**config.mk**
```make
export PLATFORM = sky130hd
export DESIGN_NAME = psu_ctrl_flat
export DESIGN_NICKNAME = d
export VERILOG_FILES = /design/src/rtl/psu_pkg.sv /design/src/rtl/psu_if.sv /design/src/rtl/psu_ctrl.sv /design/src/flat_wrapper.sv
export SDC_FILE = /design/constraint.sdc
export NUM_CORES = 1
export LEC_CHECK = 0
export BUFFER_PORTS_ARGS = -buffer_cell sky130_fd_sc_hd__buf_4
export CAP_MARGIN = 5
export CORE_ASPECT_RATIO = 0.8
export CORE_MARGIN = 3
export CORE_UTILIZATION = 57
export DETAILED_ROUTE_END_ITERATION = 8
export PLACE_DENSITY_LB_ADDON = 0.12
export SLEW_MARGIN = 10
export SYNTH_ARGS = -nofsm -noshare
export SYNTH_HDL_FRONTEND = slang
export SYNTH_SLANG_ARGS = --single-unit
```
**constraint.sdc**
```tcl
create_clock -name clk -period 3.5 [get_ports clk]
set_input_delay 0.7 -clock clk [delete_from_list [all_inputs] [get_ports clk]]
set_output_delay 0.7 -clock clk [all_outputs]
set_load 0.01 [all_outputs]
```
**src/rtl/psu_pkg.sv**
```systemverilog
// ----------------------------------------------------------------------------
// psu_pkg
// shared types, constants and the paeth predictor for the scanline unfilter
// ----------------------------------------------------------------------------
package psu_pkg;

	localparam int MAX_ROW_BYTES_DEF = 4096;

	localparam int BYTE_W       = 8;
	localparam int ROW_BYTES_W  = 13;
	localparam int IMAGE_ROWS_W = 16;
	localparam int CFG_DATA_W   = 16;
	localparam int CFG_IDX_W    = 1;
	localparam int FILTER_W     = 3;

	typedef enum logic [CFG_IDX_W-1:0] {
		REG_ROW_BYTES  = 1'b0,
		REG_IMAGE_ROWS = 1'b1
	} cfg_reg_t;

	typedef enum logic [FILTER_W-1:0] {
		FLT_NONE  = 3'd0,
		FLT_SUB   = 3'd1,
		FLT_UP    = 3'd2,
		FLT_AVG   = 3'd3,
		FLT_PAETH = 3'd4
	} filter_t;

	localparam logic [BYTE_W-1:0] FILTER_TYPE_MAX = 8'd4;

	// context of one data word between control and reconstruction
	typedef struct packed {
		logic [BYTE_W-1:0] data;
		logic              last_col;
		logic              last_row;
		logic              row_nz;
		logic              col_nz;
		filter_t           filter;
		logic              flagged;
	} ctx_t;

	function automatic logic [9:0] abs_diff(input logic signed [10:0] d);
		logic signed [10:0] m;
		begin
			m = (d < 0) ? -d : d;
			return m[9:0];
		end
	endfunction

	// nearest of left, above, upper-left; ties to left, then above
	function automatic logic [BYTE_W-1:0] paeth(input logic [BYTE_W-1:0] a,
		input logic [BYTE_W-1:0] b, input logic [BYTE_W-1:0] c);
		logic signed [10:0] sa;
		logic signed [10:0] sb;
		logic signed [10:0] sc;
		logic [9:0]         pa;
		logic [9:0]         pb;
		logic [9:0]         pc;
		begin
			sa = 11'(signed'({1'b0, a}));
			sb = 11'(signed'({1'b0, b}));
			sc = 11'(signed'({1'b0, c}));
			pa = abs_diff(sb - sc);
			pb = abs_diff(sa - sc);
			pc = abs_diff(sa + sb - 11'sd2 * sc);
			if (pa <= pb && pa <= pc) begin
				return a;
			end else if (pb <= pc) begin
				return b;
			end else begin
				return c;
			end
		end
	endfunction

endpackage

```
**src/rtl/psu_if.sv**
```systemverilog
// ----------------------------------------------------------------------------
// psu_if
// stream, result and configuration channels of the scanline unfilter
// ----------------------------------------------------------------------------
interface psu_in_if;
	logic                    valid;
	logic                    ready;
	logic [psu_pkg::BYTE_W-1:0] stream_byte;

	modport source(output valid, output stream_byte, input ready);
	modport sink(input valid, input stream_byte, output ready);
endinterface


interface psu_cfg_if;
	logic                        valid;
	logic                        ready;
	logic [psu_pkg::CFG_IDX_W-1:0]  index;
	logic [psu_pkg::CFG_DATA_W-1:0] data;

	modport source(output valid, output index, output data, input ready);
	modport sink(input valid, input index, input data, output ready);
endinterface

```
**src/rtl/psu_ctrl.sv**
```systemverilog
// ----------------------------------------------------------------------------
// psu_ctrl
// configuration registers, row and column tracking, input register stage
// ----------------------------------------------------------------------------
module psu_ctrl #(
	parameter int MAX_ROW_BYTES = psu_pkg::MAX_ROW_BYTES_DEF,
	parameter int AW            = (MAX_ROW_BYTES > 1) ? $clog2(MAX_ROW_BYTES) : 1
) (
	input  logic            clk,
	input  logic            arst_n,
	psu_in_if.sink          stream,
	psu_cfg_if.sink         cfg,
	input  logic            s1_go,
	output logic            s1_valid,
	output psu_pkg::ctx_t   ctx_s1,
	output logic [AW-1:0]   col_s1,
	output logic            rd_en,
	output logic [AW-1:0]   rd_addr
);
	import psu_pkg::*;

	localparam logic [16:0] MAX_L = 17'(MAX_ROW_BYTES);

	logic [ROW_BYTES_W-1:0]  row_bytes_q;
	logic [IMAGE_ROWS_W-1:0] image_rows_q;
	logic [AW-1:0]           column_q;
	logic [IMAGE_ROWS_W-1:0] row_q;
	logic                    awaiting_q;
	filter_t                 filter_q;
	logic                    flagged_q;
	logic                    s1_valid_q;
	ctx_t                    ctx_q_s1;
	logic [AW-1:0]           col_q_s1;

	logic        accept;
	logic        data_acc;
	logic [16:0] len;
	logic [16:0] rows;
	logic        last_col;
	logic        last_row;

	assign cfg.ready    = 1'b1;
	assign stream.ready = !s1_valid_q || s1_go;
	assign accept       = stream.valid && stream.ready;
	assign data_acc     = accept && !awaiting_q;

	always_comb begin
		len = 17'(row_bytes_q);
		if (len == 17'd0) begin
			len = 17'd1;
		end
		if (len > MAX_L) begin
			len = MAX_L;
		end
		rows = 17'(image_rows_q);
		if (rows == 17'd0) begin
			rows = 17'd1;
		end
		last_col = (17'(column_q) + 17'd1) >= len;
		last_row = (17'(row_q) + 17'd1) >= rows;
	end

	always_ff @(posedge clk or negedge arst_n) begin
		if (!arst_n) begin
			row_bytes_q  <= ROW_BYTES_W'(1);
			image_rows_q <= IMAGE_ROWS_W'(1);
		end else if (cfg.valid && cfg.ready) begin
			case (cfg_reg_t'(cfg.index))
				REG_ROW_BYTES:  row_bytes_q  <= cfg.data[ROW_BYTES_W-1:0];
				REG_IMAGE_ROWS: image_rows_q <= cfg.data[IMAGE_ROWS_W-1:0];
				default: ;
			endcase
		end
	end

	always_ff @(posedge clk or negedge arst_n) begin
		if (!arst_n) begin
			column_q   <= '0;
			row_q      <= '0;
			awaiting_q <= 1'b1;
			filter_q   <= FLT_NONE;
			flagged_q  <= 1'b0;
		end else if (accept) begin
			if (awaiting_q) begin
				if (stream.stream_byte > FILTER_TYPE_MAX) begin
					filter_q  <= FLT_NONE;
					flagged_q <= 1'b1;
				end else begin
					filter_q  <= filter_t'(stream.stream_byte[FILTER_W-1:0]);
					flagged_q <= 1'b0;
				end
				column_q   <= '0;
				awaiting_q <= 1'b0;
			end else if (last_col) begin
				column_q   <= '0;
				awaiting_q <= 1'b1;
				row_q      <= last_row ? '0 : row_q + IMAGE_ROWS_W'(1);
			end else begin
				column_q <= column_q + AW'(1);
			end
		end
	end

	always_ff @(posedge clk or negedge arst_n) begin
		if (!arst_n) begin
			s1_valid_q <= 1'b0;
		end else if (data_acc) begin
			s1_valid_q <= 1'b1;
		end else if (s1_go) begin
			s1_valid_q <= 1'b0;
		end
	end

	always_ff @(posedge clk) begin
		if (data_acc) begin
			ctx_q_s1.data     <= stream.stream_byte;
			ctx_q_s1.last_col <= last_col;
			ctx_q_s1.last_row <= last_row;
			ctx_q_s1.row_nz   <= (row_q != '0);
			ctx_q_s1.col_nz   <= (column_q != '0);
			ctx_q_s1.filter   <= filter_q;
			ctx_q_s1.flagged  <= flagged_q;
			col_q_s1          <= column_q;
		end
	end

	assign s1_valid = s1_valid_q;
	assign ctx_s1   = ctx_q_s1;
	assign col_s1   = col_q_s1;
	assign rd_en    = data_acc;
	assign rd_addr  = column_q;

endmodule

```
**src/flat_wrapper.sv**
```systemverilog
// flat-port wrapper written by rule: the top's interface ports become plain ports
module psu_ctrl_flat import psu_pkg::*;
#(
	parameter int MAX_ROW_BYTES = psu_pkg::MAX_ROW_BYTES_DEF,
	parameter int AW            = (MAX_ROW_BYTES > 1) ? $clog2(MAX_ROW_BYTES) : 1
)
  (clk, arst_n, s1_go, s1_valid, ctx_s1, col_s1, rd_en, rd_addr, stream_valid, stream_stream_byte, stream_ready, cfg_valid, cfg_index, cfg_data, cfg_ready);
  psu_in_if stream_i ();
  psu_cfg_if cfg_i ();
  input  logic clk;
  input  logic arst_n;
  input  logic s1_go;
  output logic s1_valid;
  output psu_pkg::ctx_t ctx_s1;
  output logic [AW-1:0] col_s1;
  output logic rd_en;
  output logic [AW-1:0] rd_addr;
  input wire logic [$bits(stream_i.valid)-1:0] stream_valid;
  input wire logic [$bits(stream_i.stream_byte)-1:0] stream_stream_byte;
  output wire logic [$bits(stream_i.ready)-1:0] stream_ready;
  input wire logic [$bits(cfg_i.valid)-1:0] cfg_valid;
  input wire logic [$bits(cfg_i.index)-1:0] cfg_index;
  input wire logic [$bits(cfg_i.data)-1:0] cfg_data;
  output wire logic [$bits(cfg_i.ready)-1:0] cfg_ready;
  assign stream_i.valid = stream_valid;
  assign stream_i.stream_byte = stream_stream_byte;
  assign stream_ready = stream_i.ready;
  assign cfg_i.valid = cfg_valid;
  assign cfg_i.index = cfg_index;
  assign cfg_i.data = cfg_data;
  assign cfg_ready = cfg_i.ready;
  psu_ctrl #(.MAX_ROW_BYTES(MAX_ROW_BYTES), .AW(AW)) u_core (.clk(clk), .arst_n(arst_n), .stream(stream_i), .cfg(cfg_i), .s1_go(s1_go), .s1_valid(s1_valid), .ctx_s1(ctx_s1), .col_s1(col_s1), .rd_en(rd_en), .rd_addr(rd_addr));
endmodule
```
==> impl_results.md <==
* Synth Flop Type: dfrtp_1
* Synth cell types at 60
* Synth Area in Simple Gates at 15.9%
* Final Hold Vio Count at 0
* Post-DP HPWL at 7.91 mm
* CP Capture Type: flop
* WP data required at 3.76 ns
* Largest net degree at the start of global routing at 64
* VDD IR max at ~0.32 mV
* Ports at 74
* Clock skew at 0.0126 ns
* Starting density of the core at 60.2%
* Worst setup margin at 0.152 ns
* Top post-synthesis cells by area: dfrtp_1 (31%), edfxtp_1 (17%), ha_1 (8.4%)
* Post-Syn Area per Cell at 11.1 sq um
* Layout Cells excl Fill at 636
* Final min period at 3.35 ns
* Final hold slack at around 0.41 ns
* Clk sinks at around 90
* Max FO, Critical Path at 7
* Clock tree buffer depth at 2
* Layout area overhead at 19.5%
* First-pass GRT wire length at 17.0 mm
* Number of global-route vias before repair at 3,459
* Adder-cell share of the synthesized area at between 8 and 9%
* Register bit total from synthesis at 91
* Worst slew pin tran at 0.786 ns
* Met2 routed WL at 5.03 mm
* Post-synthesis cell area at 4890 sq um
* Gr ovfl total at 0
* Power Dens Cells at between 500 and 600 nW/um^2
* Gr usage total at 23.1%
* Die Area at 9730 sq um
* Dpl cells at between 600 and 700
* Max Cap Viol at 0
* TNS Setup at 0 ns
* Hold-fix buffers, CTS at 0
* Synth warn at 0
* Clock Tree Root: clkbuf_8
* Met1 wire length at 4.83 mm
* Core outline area at about 8100 sq um
* Clock H-tree levels at 3
* Cells after synthesis at 440
* Synth Area in XOR/XNOR at 3.94%
* Synth Net Count at around 500
* Number of enable flip-flop cells after synthesis at 28
* Main combinational cell family by area after synthesis: simple AND/OR/NAND/NOR gates
* Cell taking the most area after synthesis: dfrtp_1
* Layout cells sized above 1 at 29.7%
* Outcome: finished clean
* Die height at 88.9 um
* Vias per inst at 5.70
* R2r worst-path depth at 12
* DR WL/cell at 16.8 um
* Chip width at around 110 um
* Hold Path Class: input pin to asynchronous set/reset pin
* DP Worst Slack at 0.110 ns
* Met3 wire length at ~670 um
* Cell area after placement at 5530 sq um
* FP Rows at 29
* Max frequency at 299 MHz
* CTS Buf Count at 9
* Drt drc at 0
* Initial antenna violation count at 0
* Asr flop ratio synth at 69.2%
* Vias post-DR at 3,626
* Clock Latency Late Sink at roughly 0.37 ns
* Static leakage at roughly 0.0027 uW
* Post-synth top area share at a little under a third
* Mux contribution to synthesized area at under 10%
* Max Transition Viols Final at 0
* # setup viols final at 0
* Antenna-violating nets left at 0
* Slew HR at 47.6%
* Antenna diodes at 0
* Synth Area in Compound Gates at 11.2%
* Total Wirelength at between 10 and 15 mm
* Final instance area at 5840 sq um
* Final RePlAce weighted congestion at 0.903
* Final nets at 586
* Detailed Route Iter0 Violations at around 170
* Register area share after synthesis at 49.5%
* Crit path arrival time at ~3.6 ns
* CTS tree: built
* Crit share post-route at a little over nine tenths
* Top Layer Used: met4
* IO Port Bufs at 72
* Setup CP Type: flop to flop
* First drt pass iteration count at 5
* Crit path launch type: flop
* CTS clock-pin slew for the worst setup and hold paths at roughly 0.090 ns
[power breakdown]
part           leakage [uW]  internal (uW)  switching (uW)
sequential          0.00105           1270             146
clock              0.000108            406             388
combinational       0.00156            438             470
total               0.00272           2120            1000
[state kept, by name, indices dropped and copies added (netlist names)]
signal,cells
u_core.col_s1,12
u_core.flagged_q,1
u_core.row_bytes_q,13
u_core.row_q,16
u_core.s1_valid,1
u_core.ctx_s1,16
u_core.rd_addr,12
u_core.filter_q,3
u_core.image_rows_q,16
u_core.awaiting_q,1
[critical path, cell delays in order (launching register included)]
cell and delay [ns]:
dfrtp_1 0.44, ha_1 0.27, nand3_1 0.22, or3_1 0.44, nand2_1 0.09, ha_1 0.24, a211oi_1 0.23, nor2_1 0.11
a2111oi_4 0.46, or3_4 0.26, nor3_4 0.05, buf_4 0.17, a22o_1 0.23
[cells in the mapped netlist, types with 8 or more instances]
master    number
nand2_1       55
nand4_1        8
dfrtp_1       60
xor2_1         8
mux2_2        29
ha_1          33
a22o_1        10
clkbuf_1       8
o21ai_0       15
nand3_1       18
edfxtp_1      28
a21oi_1       11
nor2_1        14
and3_1         9
nor4_1         9
xnor2_1       14
inv_1         28
[through the flow]
stage	utilization (%)	power, uW
final	71.9	3120
after global routing	71.9	3300
after CTS	70.8	3090
after detailed placement	68.1	2300
after global placement	68.1	2250
after floorplan	-	1970
[routing by layer]
layer / vias to the layer above / GRT usage (%)
met5: - / 0
met4: 0 / 6.91
met3: 10 / 5.47
met2: 110 / 35.5
met1: 1756 / 33.0
li1: 1750 / -
[kinds of logic after synthesis]
logic type	Yosys count
flops	91
xor+xnor	22
compound gates	71
fa+ha+maj	33
simple gates	146
other cells	1
mux	29
buf+inv	47
[cell type report]
cell class              instances  area (sq um)
inverters                      28           105
multi-input cells             302          2280
clock buffers                   9           124
fillers                       605          2280
repair buffers                 91           683
flip-flops and latches         91          2420
clock inverters                 7          97.6
well taps                     108           135
[path summary, 6_finish.rpt]
check                                           endpoint                      startpoint  slack, ns
setup / recovery             u_core.row_q[3]$_DFFE_PN0P_   u_core.rd_addr[1]$_DFFE_PN0P_       0.15
hold / removal               u_core.row_q[2]$_DFFE_PN0P_                          arst_n       0.41
setup reg to reg             u_core.row_q[3]$_DFFE_PN0P_   u_core.rd_addr[1]$_DFFE_PN0P_       0.15
hold reg to reg               u_core.ctx_s1[2]$_DFFE_PP_  u_core.filter_q[1]$_DFFE_PN0P_       0.46
max in group asynchronous  u_core.rd_addr[7]$_DFFE_PN0P_                          arst_n       2.57
min in group clk              u_core.ctx_s1[2]$_DFFE_PP_  u_core.filter_q[1]$_DFFE_PN0P_       0.46
[cell usage in the layout, fill, tap and decap left out, drive strengths merged, types with 2 or more instances in the layout]
cell type / instances
nand3: 18
nor3: 9
inv: 30
xor2: 8
or3: 2
o22ai: 2
a211oi: 2
a21boi: 2
a21oi: 11
mux2: 29
ha: 33
dfrtp: 60
o31ai: 6
o41ai: 3
and2: 2
xnor2: 14
nor2b: 3
a2bb2oi: 3
a21o: 5
nand2: 55
and3: 9
buf: 91
a22o: 10
clkbuf: 9
o21ai: 21
nor2: 14
bufinv: 2
dfstp: 3
nand4: 9
nor4b: 3
clkinv: 2
edfxtp: 28
nor4: 10
nand2b: 8
[repair_timing]
item | 4_1_cts | 5_1_grt
setup buffers | 0 | 10
gates resized for setup | 0 | 4
endpoints found under the setup margin | 0 | 21
Power figures use the tool's default switching activity.
