### config.mk
export PLATFORM = sky130hd
export DESIGN_NAME = psu_recon_flat
export DESIGN_NICKNAME = d
export VERILOG_FILES = /design/src/rtl/psu_pkg.sv /design/src/rtl/psu_if.sv /design/src/rtl/psu_recon.sv /design/src/flat_wrapper.sv
export SDC_FILE = /design/constraint.sdc
export NUM_CORES = 1
export LEC_CHECK = 0
export BUFFER_PORTS_ARGS = -buffer_cell sky130_fd_sc_hd__buf_2
export CAP_MARGIN = 10
export CELL_PAD_IN_SITES_DETAIL_PLACEMENT = 1
export CELL_PAD_IN_SITES_GLOBAL_PLACEMENT = 1
export CORE_AREA = 2 2 106 108
export CTS_BUF_LIST = sky130_fd_sc_hd__clkbuf_4 sky130_fd_sc_hd__clkbuf_8 sky130_fd_sc_hd__clkbuf_16
export CTS_CLUSTER_SIZE = 12
export DETAILED_ROUTE_END_ITERATION = 10
export DIE_AREA = 0 0 108 110
export PLACE_DENSITY = 0.85
export SYNTH_ARGS = -nofsm -noshare
export SYNTH_HDL_FRONTEND = slang
export SYNTH_SLANG_ARGS = --single-unit
### constraint.sdc
create_clock -name clk -period 13.45 [get_ports clk]
set_input_delay 2.69 -clock clk [delete_from_list [all_inputs] [get_ports clk]]
set_output_delay 2.69 -clock clk [all_outputs]
set_load 0.02 [all_outputs]
### src/rtl/psu_pkg.sv
// ----------------------------------------------------------------------------
// psu_pkg
// shared types, constants and the paeth predictor for the scanline unfilter
// ----------------------------------------------------------------------------
package psu_pkg;

	localparam int MAX_ROW_BYTES_DEF = 4096;

	localparam int BYTE_W       = 8;
	localparam int ROW_BYTES_W  = 13;
	localparam int IMAGE_ROWS_W = 16;
	localparam int CFG_DATA_W   = 16;
	localparam int CFG_IDX_W    = 1;
	localparam int FILTER_W     = 3;

	typedef enum logic [CFG_IDX_W-1:0] {
		REG_ROW_BYTES  = 1'b0,
		REG_IMAGE_ROWS = 1'b1
	} cfg_reg_t;

	typedef enum logic [FILTER_W-1:0] {
		FLT_NONE  = 3'd0,
		FLT_SUB   = 3'd1,
		FLT_UP    = 3'd2,
		FLT_AVG   = 3'd3,
		FLT_PAETH = 3'd4
	} filter_t;

	localparam logic [BYTE_W-1:0] FILTER_TYPE_MAX = 8'd4;

	// context of one data word between control and reconstruction
	typedef struct packed {
		logic [BYTE_W-1:0] data;
		logic              last_col;
		logic              last_row;
		logic              row_nz;
		logic              col_nz;
		filter_t           filter;
		logic              flagged;
	} ctx_t;

	function automatic logic [9:0] abs_diff(input logic signed [10:0] d);
		logic signed [10:0] m;
		begin
			m = (d < 0) ? -d : d;
			return m[9:0];
		end
	endfunction

	// nearest of left, above, upper-left; ties to left, then above
	function automatic logic [BYTE_W-1:0] paeth(input logic [BYTE_W-1:0] a,
		input logic [BYTE_W-1:0] b, input logic [BYTE_W-1:0] c);
		logic signed [10:0] sa;
		logic signed [10:0] sb;
		logic signed [10:0] sc;
		logic [9:0]         pa;
		logic [9:0]         pb;
		logic [9:0]         pc;
		begin
			sa = 11'(signed'({1'b0, a}));
			sb = 11'(signed'({1'b0, b}));
			sc = 11'(signed'({1'b0, c}));
			pa = abs_diff(sb - sc);
			pb = abs_diff(sa - sc);
			pc = abs_diff(sa + sb - 11'sd2 * sc);
			if (pa <= pb && pa <= pc) begin
				return a;
			end else if (pb <= pc) begin
				return b;
			end else begin
				return c;
			end
		end
	endfunction

endpackage

### src/rtl/psu_if.sv


interface psu_out_if;
	logic                    valid;
	logic                    ready;
	logic [psu_pkg::BYTE_W-1:0] pixel;
	logic                    row_end;
	logic                    image_end;
	logic                    bad_filter;

	modport source(output valid, output pixel, output row_end, output image_end,
		output bad_filter, input ready);
	modport sink(input valid, input pixel, input row_end, input image_end,
		input bad_filter, output ready);
endinterface


### src/rtl/psu_recon.sv
// ----------------------------------------------------------------------------
// psu_recon
// filter reversal from left, above and upper-left bytes, result register
// ----------------------------------------------------------------------------
module psu_recon #(
	parameter int MAX_ROW_BYTES = psu_pkg::MAX_ROW_BYTES_DEF,
	parameter int AW            = (MAX_ROW_BYTES > 1) ? $clog2(MAX_ROW_BYTES) : 1
) (
	input  logic                       clk,
	input  logic                       arst_n,
	input  logic                       s1_valid,
	input  psu_pkg::ctx_t              ctx_s1,
	input  logic [AW-1:0]              col_s1,
	input  logic [psu_pkg::BYTE_W-1:0] above,
	output logic                       s1_go,
	output logic                       wr_en,
	output logic [AW-1:0]              wr_addr,
	output logic [psu_pkg::BYTE_W-1:0] wr_data,
	psu_out_if.source                  result
);
	import psu_pkg::*;

	logic [BYTE_W-1:0] left_q;
	logic [BYTE_W-1:0] upleft_q;
	logic              out_valid_q;
	logic [BYTE_W-1:0] pixel_q;
	logic              row_end_q;
	logic              image_end_q;
	logic              bad_filter_q;

	logic [BYTE_W-1:0] a;
	logic [BYTE_W-1:0] b;
	logic [BYTE_W-1:0] c;
	logic [BYTE_W:0]   avg_sum;
	logic [BYTE_W-1:0] pred;
	logic [BYTE_W-1:0] pix;

	assign s1_go = s1_valid && (!out_valid_q || result.ready);

	always_comb begin
		a       = ctx_s1.col_nz ? left_q : '0;
		b       = ctx_s1.row_nz ? above : '0;
		c       = (ctx_s1.row_nz && ctx_s1.col_nz) ? upleft_q : '0;
		avg_sum = {1'b0, a} + {1'b0, b};
		case (ctx_s1.filter)
			FLT_SUB:   pred = a;
			FLT_UP:    pred = b;
			FLT_AVG:   pred = avg_sum[BYTE_W:1];
			FLT_PAETH: pred = paeth(a, b, c);
			default:   pred = '0;
		endcase
		pix = ctx_s1.data + pred;
	end

	always_ff @(posedge clk or negedge arst_n) begin
		if (!arst_n) begin
			left_q   <= '0;
			upleft_q <= '0;
		end else if (s1_go) begin
			left_q   <= pix;
			upleft_q <= b;
		end
	end

	always_ff @(posedge clk or negedge arst_n) begin
		if (!arst_n) begin
			out_valid_q <= 1'b0;
		end else if (s1_go) begin
			out_valid_q <= 1'b1;
		end else if (result.ready) begin
			out_valid_q <= 1'b0;
		end
	end

	always_ff @(posedge clk) begin
		if (s1_go) begin
			pixel_q      <= pix;
			row_end_q    <= ctx_s1.last_col;
			image_end_q  <= ctx_s1.last_col && ctx_s1.last_row;
			bad_filter_q <= ctx_s1.flagged;
		end
	end

	assign wr_en   = s1_go;
	assign wr_addr = col_s1;
	assign wr_data = pix;

	assign result.valid      = out_valid_q;
	assign result.pixel      = pixel_q;
	assign result.row_end    = row_end_q;
	assign result.image_end  = image_end_q;
	assign result.bad_filter = bad_filter_q;

endmodule

### src/flat_wrapper.sv
// flat-port wrapper written by rule: the top's interface ports become plain ports
module psu_recon_flat import psu_pkg::*;
#(
	parameter int MAX_ROW_BYTES = psu_pkg::MAX_ROW_BYTES_DEF,
	parameter int AW            = (MAX_ROW_BYTES > 1) ? $clog2(MAX_ROW_BYTES) : 1
)
  (clk, arst_n, s1_valid, ctx_s1, col_s1, above, s1_go, wr_en, wr_addr, wr_data, result_valid, result_pixel, result_row_end, result_image_end, result_bad_filter, result_ready);
  psu_out_if result_i ();
  input  logic clk;
  input  logic arst_n;
  input  logic s1_valid;
  input  psu_pkg::ctx_t ctx_s1;
  input  logic [AW-1:0] col_s1;
  input  logic [psu_pkg::BYTE_W-1:0] above;
  output logic s1_go;
  output logic wr_en;
  output logic [AW-1:0] wr_addr;
  output logic [psu_pkg::BYTE_W-1:0] wr_data;
  output wire logic [$bits(result_i.valid)-1:0] result_valid;
  output wire logic [$bits(result_i.pixel)-1:0] result_pixel;
  output wire logic [$bits(result_i.row_end)-1:0] result_row_end;
  output wire logic [$bits(result_i.image_end)-1:0] result_image_end;
  output wire logic [$bits(result_i.bad_filter)-1:0] result_bad_filter;
  input wire logic [$bits(result_i.ready)-1:0] result_ready;
  assign result_valid = result_i.valid;
  assign result_pixel = result_i.pixel;
  assign result_row_end = result_i.row_end;
  assign result_image_end = result_i.image_end;
  assign result_bad_filter = result_i.bad_filter;
  assign result_i.ready = result_ready;
  psu_recon #(.MAX_ROW_BYTES(MAX_ROW_BYTES), .AW(AW)) u_core (.clk(clk), .arst_n(arst_n), .s1_valid(s1_valid), .ctx_s1(ctx_s1), .col_s1(col_s1), .above(above), .s1_go(s1_go), .wr_en(wr_en), .wr_addr(wr_addr), .wr_data(wr_data), .result(result_i));
endmodule
==> results of run 1 <==
## Yosys cell counts, types with 2 or more instances
master	n	share of area (%)
inv_1	59	4.8
edfxtp_1	11	7.2
fa_1	11	4.8
conb_1	2	0.16
a21o_1	16	2.6
dfrtp_1	17	9.2
o32a_1	2	0.43
a211oi_1	4	0.65
nor3_1	13	1.4
o2bb2ai_1	2	0.38
o21bai_1	10	1.6
o21ai_0	22	2.4
o21a_1	7	1.1
ha_1	69	19
o22ai_1	2	0.27
a211o_1	3	0.57
and2_1	10	1.4
a22oi_1	7	1.1
a31oi_1	5	0.68
or4_1	2	0.33
nand2b_1	7	0.95
or2_2	3	0.41
o31ai_1	2	0.33
xnor3_1	2	0.98
nand2_1	47	3.8
buf_4	13	2.1
xor2_1	21	4.0
nor2_1	42	3.4
buf_2	2	0.22
a221o_1	6	1.3
or3_1	6	0.81
xnor2_1	26	4.9
a2111oi_0	3	0.57
nand4_1	6	0.81
a21oi_1	47	5.1
o31a_1	3	0.57
nor2b_1	5	0.68
or2_1	2	0.27
clkbuf_1	9	0.73
and3_1	8	1.1
mux2_2	9	2.2
nand3_1	4	0.43
## power by group
group          internal (W)  leakage [nW]  switching, W
registers          0.000113         0.313     0.0000116
clock network     0.0000399        0.0357     0.0000281
logic              0.000422          2.12      0.000641
## state kept, by name, indices dropped and copies added (netlist names)
signal and cells:
u_core.result.image_end 1, u_core.result.pixel 8, u_core.result.valid 1, u_core.result.row_end 1, u_core.left_q 8, u_core.result.bad_filter 1
u_core.upleft_q 8
## metal layers
metal,vias up,routed length (µm),global-route usage (%)
met1,2201,6260,31.7
met3,33,598,1.88
li1,2055,-,-
met4,0,352,6.14
met5,-,0,0
met2,103,7880,47.6
## cell families (layout without fill, tap and decap cells)
group,after synthesis,count (layout),share of synthesized area [%]
compound gates,151,151,22.2
xor+xnor,50,50,10.3
fa+ha+maj,80,80,23.5
buf+inv,85,114,8.19
flops,28,28,16.4
mux,10,10,2.41
other cells,2,4,0.163
simple gates,161,161,16.9
## cell type report
class	instances	area [µm²]	area share [%]
inverters	60	225	4.51
clock inverters	1	30.0	0.602
multi-input cells	456	3510	70.3
clock buffers	3	41.3	0.828
flip-flops and latches	28	756	15.1
well taps	140	175	3.51
repair buffers	50	253	5.07
## worst min-delay path, stage by stage, from the launching register on
cell,delay (ns)
dfrtp_1,0.35
nand2b_1,0.07
nand2b_1,0.07
## worst max path at each step
| stage | end | startpoint | cells past startpoint | slack [ns] |
|---|---|---|---|---|
| after floorplan | wr_data[7] | ctx_s1[5] | 32 | 1.15 |
| after global placement | wr_data[7] | ctx_s1[4] | 34 | 0.88 |
| after detailed placement | wr_data[7] | ctx_s1[5] | 31 | 0.49 |
| after CTS | wr_data[7] | ctx_s1[5] | 30 | 0.45 |
| after global routing | wr_data[7] | ctx_s1[5] | 34 | 0.03 |
| final | wr_data[7] | ctx_s1[4] | 34 | 0.60 |
## stage by stage
stage / cells / setup WS [ns]
2_1_floorplan: 569 / 1.15
3_3_place_gp: 734 / 0.877
3_5_place_dp: 734 / 0.492
4_1_cts: 738 / 0.454
5_1_grt: 738 / 0.0320
6_report: 738 / 0.603
==> flow_summary.json, run 1 <==
{
  "worstReg2RegStart": "u_core.upleft_q[1]",
  "holdWs_ns": 0.524,
  "period_minus_slack_ns": 12.85,
  "die_w_um": 108,
  "cts_setup_buffers": 0,
  "syn_area_per_cell_um2": 8.13,
  "cp_top_family": "compound AO/OA/AOI/OAI gates",
  "rr_worst_depth": 33,
  "antenna_left": 0,
  "final_area_um2": 4990,
  "worstPathArrival_ns": 10.16,
  "yosysUniqueCellTypes": 62,
  "final_hold_viol_count": 0,
  "totalWireLength_um": 15100,
  "tightestPinTransition_ns": 0.776,
  "grt_max_degree": 23,
  "startpoint_type": "input port",
  "std_cell_rows": 38,
  "syn_area_um2": 4610,
  "required_ns": 10.76,
  "async_flop_share_pct": 60.7,
  "crit_buf_inv": 4,
  "grt.total_usage_pct": 25.4,
  "initial_core_util_pct": 43.1,
  "hold_start": "u_core.result.valid",
  "synth_ff_type": "dfrtp_1",
  "coreArea_um2": 10700,
  "drive_gt1_share_pct": 12.9,
  "cts_made_buffers": 3,
  "overflow": 0,
  "clock_latency_ns": 0.28,
  "netlist_instances": 567,
  "diodes": 0,
  "reg2reg_slack_ns": 5.91,
  "cts_root_buffer": "clkbuf_8",
  "rsz0062_at_grt": "no",
  "max_slew_margin_pct": 47.0,
  "synth_edf_count": 11,
  "criticalPathCategory": "input port to output pin",
  "mostFrequentLayoutCells": "ha_1 (69), inv_1 (59), buf_2 (49)",
  "power_density_nw_per_um2": 252,
  "slowest_stage": "or4b_2",
  "design.die.area_um2": 11900,
  "synthToLayoutAreaGrowth_pct": 8.17,
  "min_path_type": "register to register",
  "crit_path_max_incr_delay_ns": 0.67,
  "dpl_cell_area_um2": 4890,
  "clock_path_buffers": 2,
  "finalSetupViolations": 0,
  "clkSinkCount": 28,
  "max_freq_mhz": 77.8,
  "ir_drop_v": 0.0000886,
  "p_total_w": 0.00126,
  "drt_iter0_drc": 298,
  "endpoint_kind": "output pin",
  "fp.dieH_um": 110,
  "layout_commonest_cell": "ha_1",
  "finish.net_count": 719,
  "worstHoldPathCells": 2,
  "drt-wirelength-per-cell_um": 20.5,
  "slew_viol_final": 0,
  "drv_cap": 0,
  "min_to": "u_core.result.valid",
  "place_congestion": 0.884,
  "port-buffer-count": 49,
  "drc": 0,
  "hold_buffers": 0,
  "clkTransAtPathRegs_ns": 0.10,
  "fin_skew_ns": 0.00209,
  "synth-seq-cells": 28,
  "crit_fanout": 16,
  "fillers": 1349,
  "seq_area_frac_synth_pct": 16.4,
  "cts_resized": 0,
  "grt_pass1_vias": 4545,
  "firstDrtPassIters": 4,
  "p_leak_nw": 2.47,
  "via_count": 4392,
  "vias_per_cell": 5.95,
  "reg2reg_to": "u_core.left_q[7]",
  "grt_pass1_wl_um": 23700,
  "status": "finished, final reports clean",
  "fin_setup_tns_ns": 0,
  "htreeDepth": 1,
  "yosysWarnings": 0,
  "cts_tree": "yes",
  "final_util_pct": 46.6,
  "hpwl_um": 12800,
  "post-route-period-util_pct": 95.5,
  "crit_top_cell": "a21oi_1",
  "io_pins": 74,
  "antenna_found_initial": 0
}
Power figures use the tool's default switching activity.
==> run 2: changes to the inputs <==
--- a/config.mk
+++ b/config.mk
@@ -15,6 +15,7 @@
 export DETAILED_ROUTE_END_ITERATION = 10
 export DIE_AREA = 0 0 108 110
 export PLACE_DENSITY = 0.85
+export SETUP_SLACK_MARGIN = 0.02
 export SYNTH_ARGS = -nofsm -noshare
 export SYNTH_HDL_FRONTEND = slang
 export SYNTH_SLANG_ARGS = --single-unit
==> constraint.sdc (replaced) <==
create_clock -name clk -period 13.45 [get_ports clk]
set_input_delay 0.6725 -clock clk [delete_from_list [all_inputs] [get_ports clk]]
set_output_delay 0.6725 -clock clk [all_outputs]
set_load 0.02 [all_outputs]
==> run 2 against run 1 <==
- non-clock buffer count unchanged
- setup slack improved by 3.7 ns
- cell count stayed put
- clock-buffer cell count up 1
- critical path depth down 3
- die area is the same
- total power fell by 2.3%
- clock skew increased by 0.0013 ns
- global-route usage down 0.40 points
- critical endpoint unchanged
- wire length is 1.5% lower
- core utilization shrank 0.36 points
- critical path type unchanged
- largest power group unchanged
==> flow_summary.json, run 2 (same netlist as run 1, synthesis figures left out) <==
{
  "status": "finished, final reports clean",
  "clock_latency_ns": 0.28,
  "period_minus_slack_ns": 9.10,
  "finalSetupViolations": 0,
  "cts_resized": 0,
  "worstReg2RegStart": "u_core.upleft_q[1]",
  "rsz0062_at_grt": "no",
  "totalWireLength_um": 14900,
  "htreeDepth": 1,
  "drive_gt1_share_pct": 12.0,
  "required_ns": 12.78,
  "max_slew_margin_pct": 22.8,
  "fin_setup_tns_ns": 0,
  "grt_pass1_wl_um": 23300,
  "slew_viol_final": 0,
  "fin_ws_ns": 4.35,
  "min_path_type": "input port to asynchronous set/reset pin",
  "rr_worst_depth": 30,
  "hpwl_um": 12600,
  "drc": 0,
  "worstPathArrival_ns": 8.43,
  "place_congestion": 0.883,
  "antenna_left": 0,
  "post-route-period-util_pct": 67.7,
  "via_count": 4376,
  "antenna_found_initial": 0,
  "drt_iter0_drc": 235,
  "final_hold_viol_count": 0,
  "overflow": 0,
  "crit_top_cell": "a21oi_1",
  "fin_skew_ns": 0.00336,
  "p_leak_nw": 2.46,
  "clkSinkCount": 28,
  "clkTransAtPathRegs_ns": 0.10,
  "synthToLayoutAreaGrowth_pct": 7.33,
  "mostFrequentLayoutCells": "ha_1 (69), inv_1 (59), buf_2 (49)",
  "io_pins": 74,
  "finish.net_count": 719,
  "crit_path_max_incr_delay_ns": 0.72,
  "die_w_um": 108,
  "grt.total_usage_pct": 25.0,
  "crit_fanout": 10,
  "initial_core_util_pct": 43.1,
  "hold_buffers": 0,
  "cts_tree": "yes",
  "port-buffer-count": 49,
  "cts_made_buffers": 3,
  "vias_per_cell": 5.93,
  "grt_pass1_vias": 4545,
  "clock_path_buffers": 2,
  "criticalPathCategory": "input port to output pin",
  "coreArea_um2": 10700,
  "firstDrtPassIters": 4,
  "layout_commonest_cell": "ha_1",
  "fp.dieH_um": 110,
  "cp-startpoint": "ctx_s1[4]",
  "endpoint_kind": "output pin",
  "slowest_stage": "a31oi_1",
  "cts_root_buffer": "clkbuf_8",
  "drt-wirelength-per-cell_um": 20.2,
  "diodes": 0,
  "power_density_nw_per_um2": 248,
  "drv_cap": 0,
  "startpoint_type": "input port",
  "std_cell_rows": 38,
  "design.die.area_um2": 11900,
  "ir_drop_v": 0.0000837,
  "tightestPinTransition_ns": 1.15,
  "max_freq_mhz": 110,
  "pre_cts_slack_ns": 4.48,
  "grt_max_degree": 23,
  "cts_setup_buffers": 0
}
[run 2: changes by cell type in the layout (fill, tap and decap cells not counted)]
cell,change
a221o_1,+1
a2111oi_1,-2
nor3_2,-1
bufinv_16,-1
o32a_2,-1
o32a_1,+1
nor3_1,+1
a31oi_1,+1
a2111oi_0,+2
a221o_2,-1
clkbuf_8,+1
nor4b_1,+1
a31oi_2,-1
nor4b_2,-1
[run 2: worst paths after layout]
check	end	slack [ns]
max in group asynchronous	u_core.upleft_q[4]	12.86
max reg2reg	u_core.left_q[7]	5.70
min reg2reg	u_core.upleft_q[6]	0.50
max	wr_data[7]	4.35
min in group clk	u_core.upleft_q[6]	0.50
min	u_core.upleft_q[5]	0.31
[run 2: final cells by class]
type | count | area (µm²)
clock buffers | 4 | 55.1
flip-flops and latches | 28 | 756
multi-input cells | 456 | 3490
inverters | 60 | 225
well taps | 140 | 175
fillers | 1341 | 5750
repair buffers | 50 | 253
[run 2: per-stage QoR]
stage	hold slack [ns]	utilization (%)	std cells	power [W]	area [µm²]
2_1_floorplan	0.377	-	569	0.000894	4620
3_3_place_gp	0.466	45.8	734	0.00107	4890
3_5_place_dp	0.481	45.8	734	0.00116	4890
4_1_cts	0.320	46.3	738	0.00122	4950
5_1_grt	0.328	46.3	738	0.00134	4950
6_report	0.307	46.3	738	0.00123	4950
[run 2: critical path, delay by kind of cell]
| family | cells | cell delay [ns] |
|---|---|---|
| adders and majority gates | 4 | 1.12 |
| xor gates and xnor gates | 3 | 0.87 |
| and+or+nand+nor | 7 | 2.08 |
| buffers and inverters | 4 | 0.54 |
| AOI/OAI and AO/OA | 13 | 3.14 |
[run 2: power by group]
group / switching [W] / total (W) / internal [W]
clock: 0.0000268 / 0.0000531 / 0.0000263
combinational: 0.000632 / 0.00105 / 0.000417
sequential: 0.0000119 / 0.000125 / 0.000113
[run 2: routing by layer]
layer	up-vias	GRT usage, %	wire length (µm)
li1	2049	-	-
met1	2174	30.5	6020
met2	127	46.5	7680
met3	26	2.29	796
met4	0	7.88	378
met5	-	0	0
==> run 3: changes to the inputs <==
--- a/config.mk
+++ b/config.mk
@@ -9,12 +9,12 @@
 export CAP_MARGIN = 10
 export CELL_PAD_IN_SITES_DETAIL_PLACEMENT = 1
 export CELL_PAD_IN_SITES_GLOBAL_PLACEMENT = 1
-export CORE_AREA = 2 2 106 108
+export CORE_AREA = 2 2 112 114
 export CTS_BUF_LIST = sky130_fd_sc_hd__clkbuf_4 sky130_fd_sc_hd__clkbuf_8 sky130_fd_sc_hd__clkbuf_16
 export CTS_CLUSTER_SIZE = 12
 export DETAILED_ROUTE_END_ITERATION = 10
-export DIE_AREA = 0 0 108 110
-export PLACE_DENSITY = 0.85
+export DIE_AREA = 0 0 114 116
+export PLACE_DENSITY = 0.8
 export SETUP_SLACK_MARGIN = 0.02
 export SYNTH_ARGS = -nofsm -noshare
 export SYNTH_HDL_FRONTEND = slang
==> constraint.sdc (replaced) <==
create_clock -name clk -period 7.6 [get_ports clk]
set_input_delay 0.38 -clock clk [delete_from_list [all_inputs] [get_ports clk]]
set_output_delay 0.38 -clock clk [all_outputs]
set_load 0.02 [all_outputs]
==> run 3 against run 2 <==
- via count rose by 2.3%
- clock skew grew 0.0041 ns
- first-iteration DRC count grew 42%
- cell count rose by 4.6%
- critical path type unchanged
- critical endpoint is now wr_data[6]
==> flow_summary.json, run 3 (same netlist as run 1, synthesis figures left out) <==
{
  "hold_buffers": 0,
  "antenna_found_initial": 0,
  "p_seq_share_pct": 9.0,
  "pre_cts_slack_ns": -0.155,
  "max_freq_mhz": 137,
  "p_leak_nw": 2.64,
  "criticalPathCategory": "input port to output pin",
  "crit_path_max_incr_delay_ns": 0.58,
  "endpoint_kind": "output pin",
  "clock_latency_ns": 0.27,
  "tightestPinTransition_ns": 0.657,
  "clockPowerShare_pct": 4.9,
  "htreeDepth": 1,
  "period_minus_slack_ns": 7.29,
  "slowest_stage": "or4b_4",
  "place_congestion": 0.870,
  "rsz0062_at_grt": "yes",
  "via_count": 4477,
  "max_slew_margin_pct": 56.1,
  "drt-wirelength-per-cell_um": 19.4,
  "dpl_cell_area_um2": 5070,
  "required_ns": 7.22,
  "final_area_um2": 5380,
  "mostFrequentLayoutCells": "ha_1 (67), inv_1 (59), buf_2 (47)",
  "diodes": 0,
  "hpwl_um": 12200,
  "cts_tree": "yes",
  "ir_drop_v": 0.000134,
  "layout_commonest_cell": "ha_1",
  "firstDrtPassIters": 5,
  "drt_iter0_drc": 333,
  "finish.net_count": 746,
  "drive_gt1_share_pct": 20.5,
  "worstPathArrival_ns": 6.91,
  "post-route-period-util_pct": 96.0,
  "internal_power_w": 0.00119,
  "std_cell_rows": 40,
  "design.die.area_um2": 13200,
  "grt_max_degree": 23,
  "final_hold_viol_count": 0,
  "overflow": 0,
  "synthToLayoutAreaGrowth_pct": 16.6,
  "crit_fanout": 12,
  "status": "finished, final reports clean",
  "initial_core_util_pct": 38.7,
  "clock_path_buffers": 2,
  "port-buffer-count": 49,
  "slew_viol_final": 0,
  "power_density_nw_per_um2": 454,
  "finalSetupViolations": 0,
  "clkTransAtPathRegs_ns": 0.07,
  "p_comb_share_pct": 86.2,
  "final_util_pct": 45.1,
  "cts_made_buffers": 3,
  "drc": 0,
  "clkSinkCount": 28,
  "fin_skew_ns": 0.00742,
  "min_path_type": "input port to asynchronous set/reset pin",
  "startpoint_type": "input port",
  "grt_pass1_vias": 4693,
  "io_pins": 74,
  "power.net_switching_w": 0.00126,
  "coreArea_um2": 11900,
  "grt_pass1_wl_um": 23000,
  "grt.total_usage_pct": 21.6,
  "fin_ws_ns": 0.305,
  "vias_per_cell": 5.80,
  "multi_input_area_um2": 3670,
  "totalWireLength_um": 14900,
  "cts_root_buffer": "clkbuf_16",
  "drv_cap": 0,
  "antenna_left": 0,
  "fp.dieH_um": 116,
  "fillers": 1462,
  "die_w_um": 114,
  "swShare_pct": 51.5,
  "register_area_um2": 756
}
run 3: cell types whose count changed in the layout (fill, tap and decap cells not counted), sizes merged:
cell / delta
clkbuf: -1
clkinv: +1
buf: +27
run 3: power groups by stage:
stage / Combinational (W) / Clock [W] / Sequential [W]
finish: 0.00210 / 0.000119 / 0.000219
global route: 0.00231 / 0.000126 / 0.000223
CTS: 0.00194 / 0.000120 / 0.000219
detailed placement: 0.00190 / 0 / 0.000220
global placement: 0.00180 / 0 / 0.000219
floorplan: 0.00136 / 0 / 0.000228
run 3: timing repair:
| item | in CTS | in global routing |
|---|---|---|
| gates resized for setup | 9 | 32 |
| pin swaps | 0 | 8 |
| setup buffers | 0 | 7 |
| endpoints found under the setup margin | 2 | 9 |
run 3: critical path: cells and delay by family:
family / cells / cell delay [ns]
compound gates: 13 / 2.06
xor+xnor: 2 / 0.38
fa+ha+maj: 5 / 1.65
buf+inv: 8 / 0.87
simple gates: 8 / 1.57
run 3: final timing paths:
kind / endpoint / slack, ns / cells after the start / from
setup / recovery: wr_data[6] / 0.31 / 36 / ctx_s1[4]
hold / removal: u_core.left_q[2] / 0.02 / 1 / arst_n
setup reg to reg: u_core.left_q[7] / 0.63 / 30 / u_core.left_q[1]
hold reg to reg: u_core.upleft_q[6] / 0.50 / 2 / u_core.upleft_q[6]
max in group asynchronous: u_core.left_q[3] / 7.29 / 1 / arst_n
min in group clk: u_core.result.bad_filter / 0.29 / 1 / ctx_s1[0]
run 3: per-stage QoR:
step	total power, W	TNS, ns	instances	hold WS, ns
after floorplan	0.00159	0	569	0.0844
after detailed placement	0.00212	-0.394	761	0.323
final	0.00244	0	772	0.0233
after global routing	0.00265	-0.0624	772	0.0472
after global placement	0.00202	0	761	0.316
after CTS	0.00228	0	765	0.0355
run 3: layout make-up:
class                   count  share of cell area, %
clock inverters             1                 0.0698
flip-flops and latches     28                   14.1
well taps                 147                   3.42
repair buffers             77                   8.63
multi-input cells         456                   68.2
clock buffers               3                   1.40
inverters                  60                   4.19
run 3: layer usage:
metal | part of all wire (%) | GRT usage [%] | wire length [µm]
met5 | 0 | 0 | 0
met4 | 2.0 | 4.15 | 292
met3 | 3.7 | 1.26 | 556
met2 | 52 | 41.1 | 7770
met1 | 42 | 27.1 | 6330
